--- src/design/xr128_pkg.sv ---
// Shared types and constants for the ranged xorshift128 generator.
// Used by xr128_gen, xr128_rem and xorshift128_ranged_generator_core.
`timescale 1ns / 1ps
`default_nettype none

package xr128_pkg;

  localparam int unsigned WORD_W = 32;
  localparam int unsigned CNT_W  = $clog2(WORD_W);
  localparam int unsigned NUM_WORDS = 4;

  // Seed offsets, newest word first.
  localparam logic [WORD_W-1:0] SEED_OFS0 = 32'd3;
  localparam logic [WORD_W-1:0] SEED_OFS1 = 32'd5;
  localparam logic [WORD_W-1:0] SEED_OFS2 = 32'd7;
  localparam logic [WORD_W-1:0] SEED_OFS3 = 32'd11;

  // Xorshift shift amounts.
  localparam int unsigned SHL_A = 11;
  localparam int unsigned SHR_B = 8;
  localparam int unsigned SHR_C = 19;

  localparam logic OP_RAW    = 1'b0;
  localparam logic OP_RANGED = 1'b1;

  typedef logic [WORD_W-1:0] word_t;

  typedef enum logic [1:0] {
    ST_IDLE,
    ST_DIV,
    ST_OUT
  } state_e;

  typedef struct packed {
    logic start;
  } rem_ctrl_t;

  typedef struct packed {
    logic done;
  } rem_stat_t;

endpackage

`default_nettype wire

--- src/design/xr128_gen.sv ---
// Xorshift128 state: four 32-bit words, seed loading and one-step advance.
// Depends on xr128_pkg.
`timescale 1ns / 1ps
`default_nettype none

module xr128_gen (
  input  wire                 clk_i,
  input  wire                 rst_ni,
  input  wire                 seed_load_i,
  input  xr128_pkg::word_t    seed_i,
  input  wire                 step_i,
  output xr128_pkg::word_t    next_word_o
);
  import xr128_pkg::*;

  word_t words_q [NUM_WORDS];
  word_t t1, t2;

  always_comb begin
    t1 = words_q[3] ^ (words_q[3] << SHL_A);
    t2 = t1 ^ (t1 >> SHR_B);
    next_word_o = t2 ^ words_q[0] ^ (words_q[0] >> SHR_C);
  end

  always_ff @(posedge clk_i or negedge rst_ni) begin
    if (!rst_ni) begin
      words_q[0] <= SEED_OFS0;
      words_q[1] <= SEED_OFS1;
      words_q[2] <= SEED_OFS2;
      words_q[3] <= SEED_OFS3;
    end else if (seed_load_i) begin
      words_q[0] <= seed_i + SEED_OFS0;
      words_q[1] <= seed_i + SEED_OFS1;
      words_q[2] <= seed_i + SEED_OFS2;
      words_q[3] <= seed_i + SEED_OFS3;
    end else if (step_i) begin
      words_q[3] <= words_q[2];
      words_q[2] <= words_q[1];
      words_q[1] <= words_q[0];
      words_q[0] <= next_word_o;
    end
  end

endmodule

`default_nettype wire

--- src/design/xr128_rem.sv ---
// Bit-serial restoring remainder unit: one dividend bit per cycle.
// Depends on xr128_pkg.
`timescale 1ns / 1ps
`default_nettype none

module xr128_rem (
  input  wire                  clk_i,
  input  wire                  rst_ni,
  input  xr128_pkg::rem_ctrl_t ctrl_i,
  input  xr128_pkg::word_t     dividend_i,
  input  xr128_pkg::word_t     divisor_i,
  output xr128_pkg::rem_stat_t stat_o,
  output xr128_pkg::word_t     rem_o
);
  import xr128_pkg::*;

  localparam logic [CNT_W-1:0] LAST_CNT = CNT_W'(WORD_W - 1);

  logic             busy_q, busy_d;
  logic [CNT_W-1:0] cnt_q, cnt_d;
  word_t            dvd_q, dvd_d;
  word_t            dvs_q, dvs_d;
  word_t            rem_q, rem_d;
  logic [WORD_W:0]  trial;
  logic [WORD_W:0]  diff;
  logic             last;

  always_comb begin
    trial  = {rem_q, dvd_q[WORD_W-1]};
    diff   = trial - {1'b0, dvs_q};
    last   = busy_q && (cnt_q == LAST_CNT);
    busy_d = busy_q;
    cnt_d  = cnt_q;
    dvd_d  = dvd_q;
    dvs_d  = dvs_q;
    rem_d  = rem_q;
    if (ctrl_i.start) begin
      busy_d = 1'b1;
      cnt_d  = '0;
      dvd_d  = dividend_i;
      dvs_d  = divisor_i;
      rem_d  = '0;
    end else if (busy_q) begin
      // The partial remainder stays below the divisor, so the kept value fits a word.
      if (!diff[WORD_W]) begin
        rem_d = diff[WORD_W-1:0];
      end else begin
        rem_d = trial[WORD_W-1:0];
      end
      dvd_d = dvd_q << 1;
      cnt_d = cnt_q + 1'b1;
      if (last) begin
        busy_d = 1'b0;
      end
    end
  end

  always_ff @(posedge clk_i or negedge rst_ni) begin
    if (!rst_ni) begin
      busy_q <= 1'b0;
      cnt_q  <= '0;
    end else begin
      busy_q <= busy_d;
      cnt_q  <= cnt_d;
    end
  end

  always_ff @(posedge clk_i) begin
    dvd_q <= dvd_d;
    dvs_q <= dvs_d;
    rem_q <= rem_d;
  end

  assign stat_o.done = last;
  assign rem_o       = rem_q;

endmodule

`default_nettype wire

--- src/design/xorshift128_ranged_generator_core.sv ---
// Top level of the ranged xorshift128 generator: handshakes, control FSM, output register.
// Depends on xr128_pkg, xr128_gen and xr128_rem.
`timescale 1ns / 1ps
`default_nettype none

// Each accepted transaction advances the xorshift128 state once and returns one value.
// A raw request, or a ranged request whose span high - low + 1 wraps to zero, moves from
// acceptance to the ST_OUT state and is written to the output register once that is free;
// the state then returns to ST_IDLE and the next request can be taken. A ranged request
// first runs the remainder through a bit-serial divider in ST_DIV, one dividend bit per
// cycle, and then passes through ST_OUT to the output register. One request is
// in flight at a time; the next one is taken as soon as its result sits in the output
// register, even if that result is stalled. Writing the seed reloads the state and is
// accepted only while no request is in flight; a seed write offered together with a
// request is taken first and the request is stalled while the write is offered.
module xorshift128_ranged_generator_core (
  input  wire                 clk_i,
  input  wire                 rst_ni,
  input  wire                 cfg_valid_i,
  output logic                cfg_ready_o,
  input  xr128_pkg::word_t    seed_value_i,
  input  wire                 in_valid_i,
  output logic                in_stall_o,
  input  wire                 op_i,
  input  xr128_pkg::word_t    range_low_i,
  input  xr128_pkg::word_t    range_high_i,
  output logic                out_valid_o,
  input  wire                 out_stall_i,
  output xr128_pkg::word_t    value_o
);
  import xr128_pkg::*;

  state_e    state_q, state_d;
  logic      out_valid_q, out_valid_d;
  word_t     value_q, value_d;
  word_t     word_q, word_d;
  word_t     low_q, low_d;
  logic      use_rem_q, use_rem_d;
  logic      in_accept;
  logic      cfg_write;
  logic      out_free;
  word_t     span;
  word_t     next_word;
  word_t     rem;
  rem_ctrl_t rem_ctrl;
  rem_stat_t rem_stat;

  assign in_accept = in_valid_i && !in_stall_o;
  assign cfg_write = cfg_valid_i && cfg_ready_o;
  assign out_free  = !out_valid_q || !out_stall_i;
  assign span      = range_high_i - range_low_i + 1'b1;

  xr128_gen u_gen (
    .clk_i       (clk_i),
    .rst_ni      (rst_ni),
    .seed_load_i (cfg_write),
    .seed_i      (seed_value_i),
    .step_i      (in_accept),
    .next_word_o (next_word)
  );

  xr128_rem u_rem (
    .clk_i      (clk_i),
    .rst_ni     (rst_ni),
    .ctrl_i     (rem_ctrl),
    .dividend_i (next_word),
    .divisor_i  (span),
    .stat_o     (rem_stat),
    .rem_o      (rem)
  );

  always_comb begin
    state_d        = state_q;
    word_d         = word_q;
    low_d          = low_q;
    use_rem_d      = use_rem_q;
    value_d        = value_q;
    out_valid_d    = out_valid_q;
    rem_ctrl.start = 1'b0;
    in_stall_o     = 1'b1;
    cfg_ready_o    = 1'b0;

    if (out_valid_q && !out_stall_i) begin
      out_valid_d = 1'b0;
    end

    case (state_q)
      ST_IDLE: begin
        // A pending seed write goes first so the request sees the reloaded state.
        in_stall_o  = cfg_valid_i;
        cfg_ready_o = 1'b1;
        if (in_accept) begin
          word_d    = next_word;
          low_d     = range_low_i;
          use_rem_d = (op_i == OP_RANGED) && (span != '0);
          if ((op_i == OP_RANGED) && (span != '0)) begin
            rem_ctrl.start = 1'b1;
            state_d        = ST_DIV;
          end else begin
            state_d = ST_OUT;
          end
        end
      end
      ST_DIV: begin
        if (rem_stat.done) begin
          state_d = ST_OUT;
        end
      end
      ST_OUT: begin
        if (out_free) begin
          out_valid_d = 1'b1;
          value_d     = use_rem_q ? (low_q + rem) : word_q;
          state_d     = ST_IDLE;
        end
      end
      default: begin
        state_d = ST_IDLE;
      end
    endcase
  end

  always_ff @(posedge clk_i or negedge rst_ni) begin
    if (!rst_ni) begin
      state_q     <= ST_IDLE;
      out_valid_q <= 1'b0;
    end else begin
      state_q     <= state_d;
      out_valid_q <= out_valid_d;
    end
  end

  always_ff @(posedge clk_i) begin
    word_q    <= word_d;
    low_q     <= low_d;
    use_rem_q <= use_rem_d;
    value_q   <= value_d;
  end

  assign out_valid_o = out_valid_q;
  assign value_o     = value_q;

endmodule

`default_nettype wire

--- config.mk ---
export PLATFORM = sky130hd
export DESIGN_NAME = xorshift128_ranged_generator_core
export DESIGN_NICKNAME = d
export VERILOG_FILES = /design/src/design/xr128_pkg.sv /design/src/design/xr128_gen.sv /design/src/design/xr128_rem.sv /design/src/design/xorshift128_ranged_generator_core.sv
export SDC_FILE = /design/constraint.sdc
export NUM_CORES = 1
export LEC_CHECK = 0
export BUFFER_PORTS_ARGS = -buffer_cell sky130_fd_sc_hd__buf_4
export CAP_MARGIN = 20
export CORE_MARGIN = 2
export CORE_UTILIZATION = 56
export DETAILED_ROUTE_END_ITERATION = 10
export PLACE_DENSITY_LB_ADDON = 0.2
export REMOVE_ABC_BUFFERS = 1
export SLEW_MARGIN = 20
export SYNTH_ARGS = -nofsm -noshare
export SYNTH_HDL_FRONTEND = slang
export SYNTH_SLANG_ARGS = --single-unit
--- constraint.sdc ---
create_clock -name clk_i -period 4.14 [get_ports clk_i]
set_clock_uncertainty 0.2 [all_clocks]
set_input_delay 0.414 -clock clk_i [delete_from_list [all_inputs] [get_ports clk_i]]
set_output_delay 0.414 -clock clk_i [all_outputs]
set_load 0.005 [all_outputs]
==> impl_metrics.csv <==
group,metric,value,unit
run_status,outcome,"finished with violations",
run_status,violations,"setup timing",
floorplan,die_h,197.4,um
yosys,synth_top_cell_by_area,"edfxtp_1",
floorplan,start_util,57.08,%
yosys,netlist.area_leader.share,23.08,%
critical_path,cp-startpoint,"range_low_i[1]",
critical_path,startpoint_type,"input port",
critical_path,endpoint,"u_rem.dvd_q[29]$_DFFE_PP_",
critical_path,worstSetupPathDepth,18,
critical_path,r2r_cells,14,
place,dp_slack,-1.360,ns
global_route,grt_max_degree,184,
timing,timing.final.crit_share,111.0,%
power,total_power,0.02017,W
place,dp_hpwl,42.96,mm
critical_path,cp_slowest_cell,"or4_4",
final_layout,fin_nets,2642,
cts,cts.clk_slew.worst_paths,0.06,ns
yosys,ys.warnings.count,0,
power,peakVddDrop,0.4067,mV
yosys,avgSynthCellArea,9.840,sq um
yosys,ys_types,77,
yosys,netlist_instances,2129,
cts,cts_sinks,330,
timing,fmax,217.6,MHz
critical_path,setup.worst_path.class,"input port to register",
routing,drc,0,
global_route,grt_usage,32.18,%
critical_path,worst_path_most_repeated_cell,"or4_4",
global_route,grt_pass1_vias,17548,
timing,setup_slack,-0.4554,ns
final_layout,areaGrowthSynthToFinish,24.46,%
cts,htreeDepth,2,
final_layout,n_fill_cell,2675,
routing,drt-total-wl,63.58,mm
routing,drt-vias-per-instance,6.077,
critical_path,cp_data_arrival_time,4.71,ns
global_route,grt_pass1_wl,96.80,mm
timing,rsz0062_at_grt,"true",
critical_path,critPathMaxFanout,8,
floorplan,coreArea,0.03670,sq mm
final_layout,num_antenna_cells,0,
power,powerDensity,773.6,mW/mm^2
yosys,synth_ff_type,"edfxtp_1",
place,port_buffers,136,
routing,drt-pass1-iter-count,7,
timing,worst_slew_pin_slew,1.028,ns
critical_path,path_cells,"buf_8 -> ha_4 -> inv_2 -> ha_4 -> fa_2 -> xor2_2 -> or4_4 -> or4_4 -> a2111o_1 -> or4_4 -> nor4b_4 -> nand4b_1 -> o41ai_4 -> buf_4 -> nor2_4 -> buf_6 -> buf_16 -> mux2_4",
yosys,async_flop_share,41.52,%
timing,slew-limit-headroom,31.34,%
critical_path,crit_family,"simple AND/OR/NAND/NOR gates",
worst_hold_path,holdPathStages,3,
yosys,synth-seq-cells,330,
critical_path,required,4.25,ns
power,switching_share,40.68,%
floorplan,fp.dieArea,0.03897,sq mm
yosys,synth-edff-count,161,
timing,final_hold_viol_count,0,
place,routabilityCongestion,0.9491,
power,p_sw,0.008205,W
timing,setup_violations,137,
routing,wl_per_cell,21.87,um
critical_path,critPathCaptureType,"register",
yosys,ys_seq_area_share,42.56,%
global_route,grt.overflow.total,0,
power,leakagePower,10.87,nW
routing,drtIter0Drc,1443,
critical_path,slowest_delay,0.47,ns
cts,ctsLongestPathBuffers,3,
place,dpl.cell_count,2768,
cts,clockRootBuffer,"clkbuf_16",
cts,cts_buffers,39,
timing,min_period,4.595,ns
global_route,antenna_found_initial,0,
power,clkPwrFrac,17.6,%
floorplan,ioPinCount,137,
yosys,mappedNetlistArea,0.02095,sq mm
cts,cts_tree,"done",
yosys,synthTopCellsByArea,"edfxtp_1 23%, dfrtp_1 15%, xnor2_1 8.4%",
power,p_comb_share,51.3,%
final_layout,layout-drive-gt1-share,21.24,%
job,maxCapViolations,0,
critical_path,r2r_start,"u_rem.dvd_q[31]$_DFFE_PP_",
power,sequentialPowerShare,31.1,%
critical_path,path_buf_inv,5,
power,internal-power,0.01197,W
routing,ant_nets,0,
cts,clock_latency,0.56,ns
worst_hold_path,hp-class,"input port to register",
final_layout,fin_cells,2907,
critical_path,r2r-end,"u_rem.rem_o[6]$_SDFFE_PP0P_",
critical_path,r2r_setup_slack,0.16,ns
floorplan,dieWidth,197.4,um
timing,maxSlewViolCount,0,
floorplan,core.rowCount,70,
routing,vias,17666,
-- flip-flops by register name, summed over array words and instances, names as in the netlist --
| signal | cells |
|---|---|
| u_gen.words_q | 128 |
| low_q | 32 |
| u_rem.dvd_q | 32 |
| u_rem.dvs_q | 32 |
| u_rem.rem_o | 32 |
| value_o | 32 |
| word_q | 32 |
| u_rem.cnt_q | 5 |
| state_q | 2 |
| out_valid_o | 1 |
| u_rem.busy_q | 1 |
| use_rem_q | 1 |
-- worst reg2reg max path, stage by stage, from the launching register on --
cell,delay (ns)
edfxtp_1,0.49
inv_1,0.09
ha_1,0.22
fa_1,0.41
nand2b_1,0.21
a21o_1,0.23
a211o_1,0.28
nand4_1,0.21
nand4_1,0.15
nand3_1,0.15
a21oi_1,0.17
xnor2_2,0.23
buf_12,0.26
mux2i_1,0.39
a211oi_2,0.12
-- synth_stat cells (20+ instances only) --
cell      instances
clkbuf_1         94
xor2_1           84
xnor2_1         202
mux2_1           29
nand4_1          22
mux2i_1          31
o21ai_0         149
edfxtp_1        161
nor3_1           38
a22oi_1          87
dfrtp_1         127
inv_1            98
mux2_2           30
ha_1            128
nand3_1          33
o21a_1           20
a21o_1           41
a211oi_1         36
a21oi_1         108
a31oi_1          22
dfxtp_1          32
nor2_1          165
nand2_1         154
-- area by class of cell --
type	count	area, sq um	share of cell area (%)
Multi-Input combinational cell	1589	11670	44.76
Sequential cell	330	8917	34.20
Timing Repair Buffer	350	3223	12.36
Clock buffer	51	1084	4.156
Tap cell	468	585.6	2.246
Inverter	99	376.6	1.444
Clock inverter	20	215.2	0.8254
-- logic make-up (layout without fill, tap and decap cells) --
kind of cell	after synthesis	in the layout	share of synthesized area (%)
xor gates and xnor gates	286	286	11.96
buffers and inverters	210	520	3.888
muxes	90	90	4.653
adders and majority gates	131	131	7.932
and+or+nand+nor	515	515	11.36
DFF	330	330	42.56
AOI/OAI and AO/OA	567	567	17.65
-- cell usage in the layout (no fill, tap or decap), drive strengths merged, types with 31 or more instances in the layout --
cell type and count:
inv 99, a21o 41, buf 309, nor3 38, mux2i 31, ha 128
a211oi 36, xor2 84, nor2 166, nand2 154, clkbuf 54, dlygate4sd3 37
o21ai 153, edfxtp 161, a21oi 108, xnor2 202, dfxtp 32, a22oi 87
mux2 59, nand3 33, dfrtp 127
-- how the worst min path moves through the flow --
stage	startpoint	slack [ns]	to
floorplan	rst_ni	-0.08	out_valid_o$_DFF_PN0_
global placement	u_gen.words_q[33]$_DFFE_PN1P_	0.28	u_gen.words_q[1]$_DFFE_PN1P_
detailed placement	u_gen.words_q[50]$_DFFE_PN0P_	0.29	u_gen.words_q[50]$_DFFE_PN0P_
CTS	seed_value_i[30]	0.002	u_gen.words_q[30]$_DFFE_PN0P_
global route	seed_value_i[29]	0.03	u_gen.words_q[29]$_DFFE_PN0P_
finish	seed_value_i[14]	0.02	u_gen.words_q[78]$_DFFE_PN0P_
-- power by group through the flow --
stage | clock (W) | combinational [W] | sequential (W)
6_report | 0.00354 | 0.0103 | 0.00628
5_1_grt | 0.00370 | 0.0112 | 0.00637
4_1_cts | 0.00356 | 0.00973 | 0.00619
3_5_place_dp | 0 | 0.00912 | 0.00622
3_3_place_gp | 0 | 0.00889 | 0.00618
2_1_floorplan | 0 | 0.00667 | 0.00590
-- timing repair --
item,in CTS,in global routing
endpoints found under the hold margin,135,0
resized for setup,71,61
endpoints found under the setup margin,137,139
hold buffers,37,0
cloned,15,1
pin swaps,16,6
setup buffers,11,5
-- routing by layer --
| metal | GRT usage [%] | routed length (um) | vias to the layer above |
|---|---|---|---|
| met5 | 0 | 0 | - |
| met4 | 17.85 | 3738 | 0 |
| met3 | 3.739 | 3301 | 197 |
| met2 | 54.68 | 31060 | 671 |
| met1 | 40.09 | 25480 | 8523 |
| li1 | - | - | 8275 |
-- metrics by stage --
step / setup TNS, ns / cell area, sq um / utilization [%] / hold slack [ns]
floorplan: -774.13 / 20510 / - / -0.08159
global placement: -158.56 / 23340 / 63.59 / 0.2751
detailed placement: -165.31 / 23340 / 63.59 / 0.2926
CTS: -54.16 / 25820 / 70.37 / 0.001836
global route: -55.44 / 26070 / 71.05 / 0.03335
finish: -45.01 / 26070 / 71.05 / 0.02350
(Power assumes the default switching activity.)
